--- config.mk ---
export PLATFORM = sky130hd
export DESIGN_NAME = text_line_row_segmenter
export DESIGN_NICKNAME = d
export VERILOG_FILES = /design/src/rtl/tlrs_pkg.sv /design/src/rtl/text_line_row_segmenter.sv /design/src/rtl/tlrs_ram.sv
export SDC_FILE = /design/constraint.sdc
export NUM_CORES = 2
export LEC_CHECK = 0
export BUFFER_PORTS_ARGS = -buffer_cell sky130_fd_sc_hd__clkbuf_2
export CORE_MARGIN = 2
export CORE_UTILIZATION = 41
export DETAILED_ROUTE_END_ITERATION = 8
export PLACE_DENSITY_LB_ADDON = 0.05
export SYNTH_ARGS = -nofsm -noshare
export SYNTH_HDL_FRONTEND = slang
export SYNTH_SLANG_ARGS = --single-unit
--- constraint.sdc ---
create_clock -name clk -period 34.3 [get_ports clk]
set_input_delay 6.86 -clock clk [delete_from_list [all_inputs] [get_ports clk]]
set_output_delay 6.86 -clock clk [all_outputs]
set_load 0.005 [all_outputs]
--- src/rtl/tlrs_pkg.sv ---
package tlrs_pkg;

  // field widths of the result beat
  localparam int CNT_W = 11;
  localparam int ROW_W = 10;
  localparam int PIX_W = 8;
  localparam int IN_TDATA_W = 8;
  localparam int OUT_TDATA_W = 40;
  localparam int CFG_IDX_W = 1;

  // saturation point of counters
  localparam logic [CNT_W-1:0] CNT_SAT = '1;

  // reciprocal of six: (x * 683) >> 12 is x/6, >> 13 is x/12, exact for 11-bit x
  localparam logic [9:0] DIV6_MUL = 10'd683;
  localparam logic [CNT_W-1:0] END_EXTRA = CNT_W'(5);

  // register reset values
  localparam int CW_RESET = 48;
  localparam logic [CNT_W-1:0] START_RESET = CNT_W'(CW_RESET / 6);
  localparam logic [CNT_W-1:0] END_RESET = CNT_W'(CW_RESET / 12 + 5);
  localparam logic [CNT_W-1:0] MIN_GROUPS_RESET = CNT_W'(4);

  // register indexes
  localparam logic [CFG_IDX_W-1:0] CFG_CHAR_WIDTH = 1'b0;
  localparam logic [CFG_IDX_W-1:0] CFG_MIN_GROUPS = 1'b1;

  typedef enum logic {
    KIND_SEGMENT = 1'b0,
    KIND_VERDICT = 1'b1
  } kind_t;

  // one line store entry: raw pixel bit and pixel-and-above bit
  typedef struct packed {
    logic raw;
    logic comb;
  } line_t;

  // run detector state
  typedef struct packed {
    logic             in_band;
    logic [CNT_W-1:0] run;
    logic [ROW_W-1:0] open_start;
    logic [CNT_W-1:0] count;
  } band_t;

  typedef struct packed {
    band_t            st;
    logic             emit;
    logic [CNT_W-1:0] end_row;
  } feed_t;

  typedef struct packed {
    kind_t            kind;
    logic [ROW_W-1:0] first_row;
    logic [CNT_W-1:0] end_row;
    logic [CNT_W-1:0] total;
    logic             enough;
    logic             ovf;
    logic             last;
  } result_t;

  // one finished row through the two-phase run detector
  function automatic feed_t tlrs_feed(band_t st_in, logic [CNT_W-1:0] row, logic blank,
                                      logic is_last, logic [CNT_W-1:0] start_need,
                                      logic [CNT_W-1:0] end_need);
    feed_t            f;
    band_t            s;
    logic [CNT_W-1:0] t;
    s         = st_in;
    f.emit    = 1'b0;
    f.end_row = '0;
    t         = '0;
    if (!s.in_band) begin
      if (blank) begin
        s.run = '0;
      end else begin
        if (s.run != CNT_SAT) s.run = s.run + CNT_W'(1);
        if (s.run >= start_need) begin
          t            = row + CNT_W'(1) - s.run;
          s.open_start = t[ROW_W-1:0];
          s.run        = '0;
          s.in_band    = 1'b1;
        end
      end
    end else begin
      if (is_last) begin
        if (s.run != CNT_SAT) s.run = s.run + CNT_W'(1);
        f.emit = 1'b1;
      end else if (!blank) begin
        s.run = '0;
      end else begin
        if (s.run != CNT_SAT) s.run = s.run + CNT_W'(1);
        if (s.run >= end_need) f.emit = 1'b1;
      end
      if (f.emit) begin
        f.end_row = row + CNT_W'(2) - s.run;
        if (s.count != CNT_SAT) s.count = s.count + CNT_W'(1);
        s.run     = '0;
        s.in_band = 1'b0;
      end
    end
    f.st = s;
    return f;
  endfunction

endpackage

--- src/rtl/text_line_row_segmenter.sv ---
// Row segmenter for binary text images. Pixels arrive one per beat in raster order, with
// the row end on in_tuser and the frame end on in_tlast; one pixel is taken every clock
// while no queued result beats hold the retire stage. The row above lives in a line store
// of MAX_COLS entries: an entry is read when the pixel is taken and written back when the
// pixel retires, with a bypass for one-column rows. A row's blankness is settled at the
// end of the row below it and fed to a band detector; a band end gives a segment beat and
// a frame end a verdict beat, up to three beats for one pixel, sent one per clock while
// out_tready is high. A pixel waits in the retire stage while result beats are still
// queued, unless the last of them is taken in that same clock, so only band and frame
// ends and a stalled result channel slow the stream. The line store is not cleared
// after reset; the first row of a frame never depends on its contents.
module text_line_row_segmenter
  import tlrs_pkg::*;
#(
  parameter int MAX_ROWS = 1024,
  parameter int MAX_COLS = 1024
) (
  input  logic                   clk,
  input  logic                   rst_n,
  // pixel channel
  input  logic                   in_tvalid,
  output logic                   in_tready,
  input  logic [IN_TDATA_W-1:0]  in_tdata,  // [7:0] pixel
  input  logic                   in_tuser,  // row_end
  input  logic                   in_tlast,  // frame_end
  // result channel
  output logic                   out_tvalid,
  input  logic                   out_tready,
  output logic [OUT_TDATA_W-1:0] out_tdata, // band_first_row, band_end_row, band_total,
                                            // enough_bands, size_overflow, zero fill
  output logic                   out_tuser, // kind
  output logic                   out_tlast, // last
  // register writes
  input  logic                   cfg_valid,
  output logic                   cfg_ready,
  input  logic [CFG_IDX_W-1:0]   cfg_index,
  input  logic [CNT_W-1:0]       cfg_data
);

  localparam int RW  = $clog2(MAX_ROWS + 1);
  localparam int CW  = $clog2(MAX_COLS + 1);
  localparam int CAW = $clog2(MAX_COLS);

  // configuration
  logic [CNT_W-1:0] start_need_r, end_need_r, min_groups_r;
  logic [20:0]      cw_prod;

  // input side counters
  logic [RW-1:0]    row_r, row_nxt;
  logic [CW-1:0]    col_r, col_nxt;
  logic             in_acc, in_re, in_fe, row_ok, col_ok;

  // retire stage
  logic             s1_valid_r, s1_pix_r, s1_re_r, s1_fe_r, s1_wr_r;
  logic             s1_col0_r, s1_row0_r, s1_rowok_r;
  logic [CNT_W-1:0] s1_feed_row_r, s1_last_row_r;
  logic [CAW-1:0]   s1_addr_r;
  logic             fwd_r;
  line_t            fwd_data_r;
  logic             s1_retire;

  // line store
  line_t            rd_data, wr_data;
  logic             ram_we;

  // frame state
  logic             pending_r, held_r, cur_all_r, last_all_r, ovf_r;
  band_t            band_r;
  logic             pending_nxt, held_nxt, cur_all_nxt, last_all_nxt, ovf_nxt;
  band_t            band_nxt;

  // result queue
  result_t          res_r [3];
  result_t          slot [3];
  logic [1:0]       head_r, cnt_r, n_res;
  logic             out_acc;

  // retire stage working values
  logic             above_raw, old_comb, comb_bit, pend1, held1, cur1, pend2, last_all1;
  logic             feed_a, emit_a, emit_b;
  band_t            band_mid;
  feed_t            fr_a, fr_b;
  result_t          seg_a, seg_b, verdict;

  assign cfg_ready = 1'b1;

  // register writes, start and end runs worked out here
  assign cw_prod = 21'(cfg_data) * 21'(DIV6_MUL);

  always_ff @(posedge clk) begin
    if (!rst_n) begin
      start_need_r <= START_RESET;
      end_need_r   <= END_RESET;
      min_groups_r <= MIN_GROUPS_RESET;
    end else if (cfg_valid && cfg_ready) begin
      case (cfg_index)
        CFG_CHAR_WIDTH: begin
          start_need_r <= CNT_W'(cw_prod[20:12]);
          end_need_r   <= CNT_W'(cw_prod[20:13]) + END_EXTRA;
        end
        CFG_MIN_GROUPS: min_groups_r <= cfg_data;
        default: ;
      endcase
    end
  end

  // handshake
  assign s1_retire = s1_valid_r && ((cnt_r == 2'd0) || ((cnt_r == 2'd1) && out_tready));
  assign in_tready = !s1_valid_r || s1_retire;
  assign in_acc    = in_tvalid && in_tready;
  assign in_fe     = in_tlast;
  assign in_re     = in_tuser || in_tlast;
  assign row_ok    = row_r < RW'(MAX_ROWS);
  assign col_ok    = col_r < CW'(MAX_COLS);

  // row and column position of the incoming pixel
  always_comb begin
    row_nxt = row_r;
    col_nxt = col_r;
    if (in_fe) begin
      row_nxt = '0;
      col_nxt = '0;
    end else begin
      if (row_ok && in_re) row_nxt = row_r + RW'(1);
      if (in_re) col_nxt = '0;
      else if (row_ok && col_ok) col_nxt = col_r + CW'(1);
    end
  end

  always_ff @(posedge clk) begin
    if (!rst_n) begin
      row_r      <= '0;
      col_r      <= '0;
      s1_valid_r <= 1'b0;
    end else begin
      if (in_acc) begin
        row_r <= row_nxt;
        col_r <= col_nxt;
      end
      if (in_acc) s1_valid_r <= 1'b1;
      else if (s1_retire) s1_valid_r <= 1'b0;
    end
  end

  // pixel beat into the retire stage, with bypass of a write to the same column
  always_ff @(posedge clk) begin
    if (in_acc) begin
      s1_pix_r      <= in_tdata[PIX_W-1:0] != '0;
      s1_re_r       <= in_re;
      s1_fe_r       <= in_fe;
      s1_wr_r       <= row_ok && col_ok;
      s1_col0_r     <= col_r == '0;
      s1_row0_r     <= row_r == '0;
      s1_rowok_r    <= row_ok;
      s1_feed_row_r <= CNT_W'(row_r - RW'(1));
      s1_last_row_r <= row_ok ? CNT_W'(row_r) : CNT_W'(row_r - RW'(1));
      s1_addr_r     <= col_r[CAW-1:0];
      fwd_r         <= ram_we && (s1_addr_r == col_r[CAW-1:0]);
      fwd_data_r    <= wr_data;
    end
  end

  // line store of the row above
  assign ram_we       = s1_retire && s1_wr_r;
  assign wr_data.raw  = s1_pix_r;
  assign wr_data.comb = comb_bit;

  tlrs_ram #(
    .WIDTH ($bits(line_t)),
    .DEPTH (MAX_COLS)
  ) u_line (
    .clk   (clk),
    .we    (ram_we),
    .waddr (s1_addr_r),
    .wdata (wr_data),
    .re    (in_acc),
    .raddr (col_r[CAW-1:0]),
    .rdata (rd_data)
  );

  // column update, row end and frame end
  always_comb begin
    above_raw = fwd_r ? fwd_data_r.raw : rd_data.raw;
    old_comb  = fwd_r ? fwd_data_r.comb : rd_data.comb;
    comb_bit  = s1_pix_r && (s1_row0_r || above_raw);

    pend1 = pending_r;
    held1 = held_r;
    cur1  = cur_all_r;
    if (s1_wr_r) begin
      if (!s1_col0_r) pend1 = pending_r && held_r && s1_pix_r;
      held1 = old_comb;
      cur1  = cur_all_r && comb_bit;
    end
    ovf_nxt = ovf_r || !s1_wr_r;
    pend2   = pend1 && held1;

    // row above finished at this row end
    feed_a   = s1_rowok_r && s1_re_r && !s1_row0_r;
    fr_a     = tlrs_feed(band_r, s1_feed_row_r, pend2, 1'b0, start_need_r, end_need_r);
    emit_a   = feed_a && fr_a.emit;
    band_mid = feed_a ? fr_a.st : band_r;

    last_all1 = (s1_rowok_r && s1_re_r) ? cur1 : last_all_r;

    // last row at frame end
    fr_b   = tlrs_feed(band_mid, s1_last_row_r, last_all1, 1'b1, start_need_r, end_need_r);
    emit_b = s1_fe_r && fr_b.emit;

    seg_a.kind      = KIND_SEGMENT;
    seg_a.first_row = fr_a.st.open_start;
    seg_a.end_row   = fr_a.end_row;
    seg_a.total     = fr_a.st.count;
    seg_a.enough    = 1'b0;
    seg_a.ovf       = ovf_nxt;
    seg_a.last      = !s1_fe_r;

    seg_b.kind      = KIND_SEGMENT;
    seg_b.first_row = fr_b.st.open_start;
    seg_b.end_row   = fr_b.end_row;
    seg_b.total     = fr_b.st.count;
    seg_b.enough    = 1'b0;
    seg_b.ovf       = ovf_nxt;
    seg_b.last      = 1'b0;

    verdict.kind      = KIND_VERDICT;
    verdict.first_row = '0;
    verdict.end_row   = '0;
    verdict.total     = s1_fe_r ? fr_b.st.count : band_mid.count;
    verdict.enough    = verdict.total >= min_groups_r;
    verdict.ovf       = ovf_nxt;
    verdict.last      = 1'b1;

    // results packed in order of occurrence
    slot[0] = emit_a ? seg_a : (emit_b ? seg_b : verdict);
    slot[1] = (emit_a && emit_b) ? seg_b : verdict;
    slot[2] = verdict;
    n_res   = {1'b0, emit_a} + {1'b0, emit_b} + {1'b0, s1_fe_r};

    // next frame state
    if (s1_fe_r) begin
      pending_nxt  = 1'b1;
      held_nxt     = 1'b0;
      cur_all_nxt  = 1'b1;
      last_all_nxt = 1'b1;
      band_nxt     = '0;
    end else begin
      pending_nxt  = (s1_rowok_r && s1_re_r) ? 1'b1 : pend1;
      held_nxt     = held1;
      cur_all_nxt  = (s1_rowok_r && s1_re_r) ? 1'b1 : cur1;
      last_all_nxt = last_all1;
      band_nxt     = band_mid;
    end
  end

  always_ff @(posedge clk) begin
    if (!rst_n) begin
      pending_r  <= 1'b1;
      held_r     <= 1'b0;
      cur_all_r  <= 1'b1;
      last_all_r <= 1'b1;
      ovf_r      <= 1'b0;
      band_r     <= '0;
    end else if (s1_retire) begin
      pending_r  <= pending_nxt;
      held_r     <= held_nxt;
      cur_all_r  <= cur_all_nxt;
      last_all_r <= last_all_nxt;
      ovf_r      <= s1_fe_r ? 1'b0 : ovf_nxt;
      band_r     <= band_nxt;
    end
  end

  // result queue, one beat a clock while out_tready is high
  assign out_acc = out_tvalid && out_tready;

  always_ff @(posedge clk) begin
    if (!rst_n) begin
      head_r <= '0;
      cnt_r  <= '0;
    end else if (s1_retire) begin
      head_r <= '0;
      cnt_r  <= n_res;
    end else if (out_acc) begin
      head_r <= head_r + 2'd1;
      cnt_r  <= cnt_r - 2'd1;
    end
  end

  always_ff @(posedge clk) begin
    if (s1_retire) res_r <= slot;
  end

  assign out_tvalid = cnt_r != 2'd0;
  assign out_tuser  = res_r[head_r].kind;
  assign out_tlast  = res_r[head_r].last;
  assign out_tdata  = OUT_TDATA_W'({res_r[head_r].ovf, res_r[head_r].enough,
                                    res_r[head_r].total, res_r[head_r].end_row,
                                    res_r[head_r].first_row});

endmodule

--- src/rtl/tlrs_ram.sv ---
module tlrs_ram #(
  parameter int WIDTH = 2,
  parameter int DEPTH = 1024
) (
  input  logic                     clk,
  input  logic                     we,
  input  logic [$clog2(DEPTH)-1:0] waddr,
  input  logic [WIDTH-1:0]         wdata,
  input  logic                     re,
  input  logic [$clog2(DEPTH)-1:0] raddr,
  output logic [WIDTH-1:0]         rdata
);

  logic [WIDTH-1:0] mem [DEPTH];

  // write port
  always_ff @(posedge clk) begin
    if (we) mem[waddr] <= wdata;
  end

  // registered read, old data on a same-address write
  always_ff @(posedge clk) begin
    if (re) rdata <= mem[raddr];
  end

endmodule

Yosys cells after proc, flatten, opt, wreduce, memory -nomap -nowiden
Memories as Yosys holds them, arrays and structs flattened. A register that Yosys moved wholly into a read port is not among the register bits.
Index checks and enable logic that the tools add are counted.
{"block": "word_totals", "register_bits": 223, "ramBits": 2048, "inputBits": 27, "memories": 1}
{"block": "op_classes", "add_sub_neg": 20, "multipliers": 1, "magnitude_cmp": 7, "n_eq_ne": 6, "mux": 70, "bitwise": 3, "n_reduce_logical": 42}
{"memory": "u_line.mem", "depth": 1024, "word_bits": 2, "read_ports": 1, "rd_clocked_by_memory_dff": 1, "wr": 1, "line": "tlrs_ram.sv:14", "text": "logic [WIDTH-1:0] mem [DEPTH];"}
{"operator": "two-way mux 11 bit", "n": 27}
{"operator": "two-way mux 36 bit", "n": 4}
{"operator": "binary-select mux 36 bit (select 2 bit)", "n": 1}
{"operator": "adder 11 x 1 -> 11 bit (second input constant)", "n": 6}
{"operator": "two-way mux 33 bit", "n": 2}
{"operator": "two-way mux 10 bit", "n": 5}
{"operator": "two-way mux 12 bit", "n": 4}
{"operator": "!= test 11 bit (second input constant)", "n": 4}
{"operator": "two-way mux 35 bit", "n": 1}
{"operator": "two-way mux 1 bit", "n": 23}
{"operator": "adder 11 x 2 -> 11 bit (second input constant)", "n": 2}
{"operator": "greater-or-equal comparator 11 bit", "n": 2}
{"operator": "greater-or-equal comparator 11 x 9 -> 1 bit", "n": 2}
{"operator": "zero test 11 bit", "n": 2}
{"operator": "< comparator 11 bit (second input constant)", "n": 2}
{"operator": "two-way mux 22 bit", "n": 1}
{"operator": "subtractor 11 bit", "n": 2}
{"operator": "multiplier 11 x 10 -> 21 bit (second input constant)", "n": 1}
{"operator": "adder 10 x 1 -> 10 bit (second input constant)", "n": 2}
{"operator": "subtractor 10 bit", "n": 2}
{"operator": "logical AND 1 bit", "n": 18}
{"operator": "subtractor 11 x 1 -> 11 bit (second input constant)", "n": 1}
{"operator": "equality test 10 bit", "n": 1}
{"operator": "adder 8 x 3 -> 9 bit (second input constant)", "n": 1}
{"operator": "other kinds (17)", "n": 33}

Longest topological paths before layout
{"block": "depth", "depth_word": 24, "mapped_depth": 35, "ltp_nobuf": 33}

Modules after synthesis
A second synthesis with hierarchy kept.
{"block": "hier_totals", "cells_unflattened": 6311, "area_unflattened_um2": 98553.3}
{"module": "tlrs_ram", "n_inst": 1, "cells_each": 4793, "area_per_inst_um2": 83777.8, "seq_area_each_um2": 61559.0}
{"module": "text_line_row_segmenter", "n_inst": 1, "cells_each": 1518, "area_per_inst_um2": 14775.4, "seq_area_each_um2": 5565.3}

Worst setup path before layout
OpenSTA, ideal clock, no wires.
{"block": "synth_path", "path_type": "register to register", "start": "register s1_pix_r", "end": "register fwd_data_r[0] in the netlist's numbering (data pin)", "setup_ps": 2010, "arrival_time_ps": 25187, "required_time_ps": 32290, "setup_slack_ps": 7103, "stages_incl_launch_ff": 3, "path_buffers": 0, "period_less_slack_ps": 27197, "path_cell_list": "edfxtp_1 o21ai_0 inv_1"}
{"block": "synth_via", "elab_chain_cells": 1}
{"item": "start, declared", "line": "text_line_row_segmenter.sv:54", "text": "logic s1_valid_r, s1_pix_r, s1_re_r, s1_fe_r, s1_wr_r;"}
{"item": "start signal, assigned", "line": "text_line_row_segmenter.sv:148", "text": "s1_pix_r <= in_tdata[PIX_W-1:0] != '0;"}
{"item": "logical AND 1 bit", "line": "text_line_row_segmenter.sv:185", "text": "comb_bit = s1_pix_r && (s1_row0_r || above_raw);"}
{"item": "net comb_bit", "line": "text_line_row_segmenter.sv:79", "text": "logic above_raw, old_comb, comb_bit, pend1, held1, cur1, pend2, last_all1;"}
{"item": "end signal, assigned", "line": "text_line_row_segmenter.sv:159", "text": "fwd_data_r <= wr_data;"}
{"item": "end, declared", "line": "text_line_row_segmenter.sv:59", "text": "line_t fwd_data_r;"}
The timed path passes the listed nets, and every way through them passes these cells.
A chain may end at the register's enable or synchronous reset.

Worst setup path after layout
{"block": "layout_path", "start": "input out_tready", "end": "output in_tready"}
{"block": "layout_via", "elab_chain_cells": 4}
{"item": "start, declared", "line": "text_line_row_segmenter.sv:28", "text": "input logic out_tready,"}
{"item": "logical AND 1 bit", "line": "text_line_row_segmenter.sv:108", "text": "assign s1_retire = s1_valid_r && ((cnt_r == 2'd0) || ((cnt_r == 2'd1) && out_tready));"}
{"item": "logical OR 1 bit", "line": "text_line_row_segmenter.sv:108"}
{"item": "logical AND 1 bit", "line": "text_line_row_segmenter.sv:108"}
{"item": "logical OR 1 bit", "line": "text_line_row_segmenter.sv:109", "text": "assign in_tready = !s1_valid_r || s1_retire;"}
{"item": "end, declared", "line": "text_line_row_segmenter.sv:22", "text": "output logic in_tready,"}
Every way passes these cells.

==> summary.md <==
| Metric | Value |
|---|---|
| Die area | `~240000 µm²` |
| Overflow after GRT | `0` |
| Detailed Route WL | `266000 µm` |
| Synth Flop Type | `edfxtp_1` |
| Synth top area share | `between 60% and 70%` |
| Synthesized cell area | `97600 µm²` |
| Status | `finished, final reports clean` |
| Hold WC Path Type | `flip-flop to flip-flop` |
| Post_cts resized | `0` |
| DP Cell Count | `8843` |
| Worst slew margin | `15.0%` |
| R2R Path Start | `band_r[21]$_SDFFE_PN0P_` |
| Post-CTS setup buffers | `0` |
| Die width | `492 µm` |
| Worst Reg-to-Reg Cells | `31` |
| R2r endpoint | `res_r[95]$_DFFE_PP_` |
| Top cells by count, synth | `2174 x edfxtp_1, 1160 x nor2_1, 635 x mux4_2, 302 x clkbuf_1, 257 x nand2_1` |
| Iteration-0 DRC Markers | `4885` |
| Antenna violations before repair | `10` |
| Die H | `492 µm` |
| RSZ-0062 raised after global routing | `false` |
| Met1 Use GR | `30.7%` |
| Worst Hold End | `min_groups_r[3]$_SDFFE_PN0P_` |
| Clk_skew | `0.0292 ns` |
| Yosys warnings | `0` |
| Largest net degree at the start of global routing | `~230` |
| Starting Density | `41.1%` |
| CP Capture Type | `output pin` |
| Seq/Total Area, Yosys | `68.8%` |
| Tot GR Track Use | `22.0%` |
| I/O pins | `72` |
| Hold path depth | `2` |
| Post-route ant nets | `0` |
| Number of remaining DRC errors | `0` |
| Later-pin clock latency in the skew report | `0.88 ns` |
| Final std cells w/o fill | `between 9000 and 10000` |
| # nets final | `6129` |
| H-tree Lvls | `4` |
| Critical Path RT | `around 27 ns` |
| Synth area leaders | `edfxtp_1 67%, mux4_2 15%, nor2_1 4.5%` |
| Pwr dens | `~55 nW/µm²` |
| Via density | `5.60` |
| Post-Route Setup TNS | `0 ns` |
| LEAKAGE | `32.9 nW` |
| Port bufs | `64` |
| CTS tree | `yes` |
| Filler cells | `between 20000 and 25000` |
| #FFs+latches synth | `2266` |
| CP Launch Type | `input pin` |
| Cell accounting for the most synthesized area | `edfxtp_1` |
| Final setup violation count | `0` |
| WP data arrival | `7.36 ns` |
| Minimum clock period | `about 14 ns` |
| Met2 Use GR | `36.7%` |
| GRT busiest layer | `met2` |
| Avg Inst Size Synth | `16.6 µm²` |
| Sink Count | `~2300` |
| Post-synth ARST share | `0%` |
| First-pass DRT Iterations | `6` |
| Post-DP HPWL | `approximately 150000 µm` |
| Core Area | `237000 µm²` |
| Fin crit share | `41.5%` |
| Routability cong. | `0.790` |
| Global-route wire length before repair | `386000 µm` |
| Max FO, Critical Path | `3` |
| Pre-CTS WS | `20.08 ns` |
| Via count | `52000` |
| Most numerous cell in the Yosys netlist | `edfxtp_1` |
| Clock transition at path regs | `approximately 0.05 ns` |
| Routing usage on met3 | `3.13%` |
| Syn Inst Count | `5895` |
| Cts bufs inserted | `234` |
| Final Slew Violations | `0` |
| Layout cell share with drive strength beyond 1 | `around 20%` |
| Endpoints failing hold | `0` |
| Peak supply drop | `roughly 40 µV` |
| Max-cap violations | `0` |
| Area Overhead vs Synth | `11.5%` |
| Worst slew pin tran | `1.27 ns` |
| Reg-to-reg slack, setup | `25.93 ns` |
| Netlist cell types | `83` |
| WL per Instance | `28.7 µm` |
| Number of enable flip-flop cells after synthesis | `2174` |
| Hold Crit Start | `min_groups_r[3]$_SDFFE_PN0P_` |
| Std cell rows | `between 150 and 200` |
| Hold Buf Count CTS | `0` |
| Setup WS post-layout | `20.08 ns` |
| Root buf cell | `clkbuf_16` |
| Vias in the first global route | `54400` |
| FMAX | `70.3 MHz` |
| Crit path kind | `input pin to output pin` |
| CTS Buffer Depth | `3` |
==> stage by stage <==
step	utilization [%]	power (mW)	instance area, µm²	hold WS (ns)
after floorplan	-	3.43	97700	0.403
after global routing	45.9	6.19	109000	0.480
after CTS	45.9	6.04	109000	0.455
final	45.9	5.98	109000	0.453
after global placement	42.7	3.55	101000	0.439
after detailed placement	42.7	3.55	101000	0.447
==> metal layers <==
layer | wire [µm] | vias to the layer above
met3 | 12000 | 278
li1 | - | 22700
met1 | 118000 | 27700
met4 | 4920 | 0
met2 | 131000 | 1217
met5 | 0 | -
==> critical path, stage by stage <==
cell,delay [ns]
clkbuf_2,0.09
a21oi_1,0.21
nand2_1,0.09
clkbuf_2,0.11
==> placed cells by master (no fill, tap or decap), drive strengths merged, types with 37 or more instances in the layout <==
cell	count
edfxtp	2174
nor2	1160
mux4	635
clkbuf	365
nand2	257
ha	160
inv	142
buf	123
clkinv	108
a21oi	102
dfxtp	92
o21ai	88
mux2i	74
xnor2	66
nand3	44
xor2	43
nor3	37
==> sequential cells by signal, summed over array words and instances (netlist names), 9 cells and up <==
name and count:
col_r 11, s1_last_row_r 11, end_need_r 9, s1_feed_row_r 11, start_need_r 9, res_r 82, band_r 33, u_line.mem 2048
row_r 11, min_groups_r 11, s1_addr_r 10
==> how the worst max path moves through the flow <==
stage | to | slack, ns | cells past startpoint | from
after floorplan | fwd_data_r[0]$_DFFE_PP_ | 7.10 | 2 | s1_pix_r$_DFFE_PP_
after global placement | in_tready | 20.06 | 4 | out_tready
after detailed placement | in_tready | 20.08 | 4 | out_tready
after CTS | in_tready | 20.08 | 4 | out_tready
after global routing | in_tready | 19.99 | 4 | out_tready
final | in_tready | 20.08 | 4 | out_tready
==> cell families after synthesis <==
logic type,synth area share (%)
fa+ha+maj,2.67
mux,15.6
simple gates,6.92
other cells,0.00769
flops,68.8
buf+inv,2.46
compound gates,2.61
xor+xnor,0.978
==> layout make-up <==
cell class                 count  area [µm²]  area share [%]
inverter                     137         523           0.480
timing repair buffer         187        1340            1.23
antenna                        2        5.00         0.00460
sequential                  2266       67200            61.7
clock inverter               134        1220            1.12
clock buffer                 301        6210            5.70
multi-input combinational   3086       28500            26.1
tap                         3167        3960            3.64
==> report_power, final <==
| part | leakage, nW | total, mW | internal (mW) | switching (mW) |
|---|---|---|---|---|
| sequential | 19.8 | 3.05 | 3.03 | 0.0146 |
| clock | 3.64 | 2.49 | 1.41 | 1.08 |
| combinational | 9.44 | 0.438 | 0.174 | 0.265 |
| total | 32.9 | 5.98 | 4.62 | 1.36 |
No activity file was read; power rests on OpenSTA's default activity.
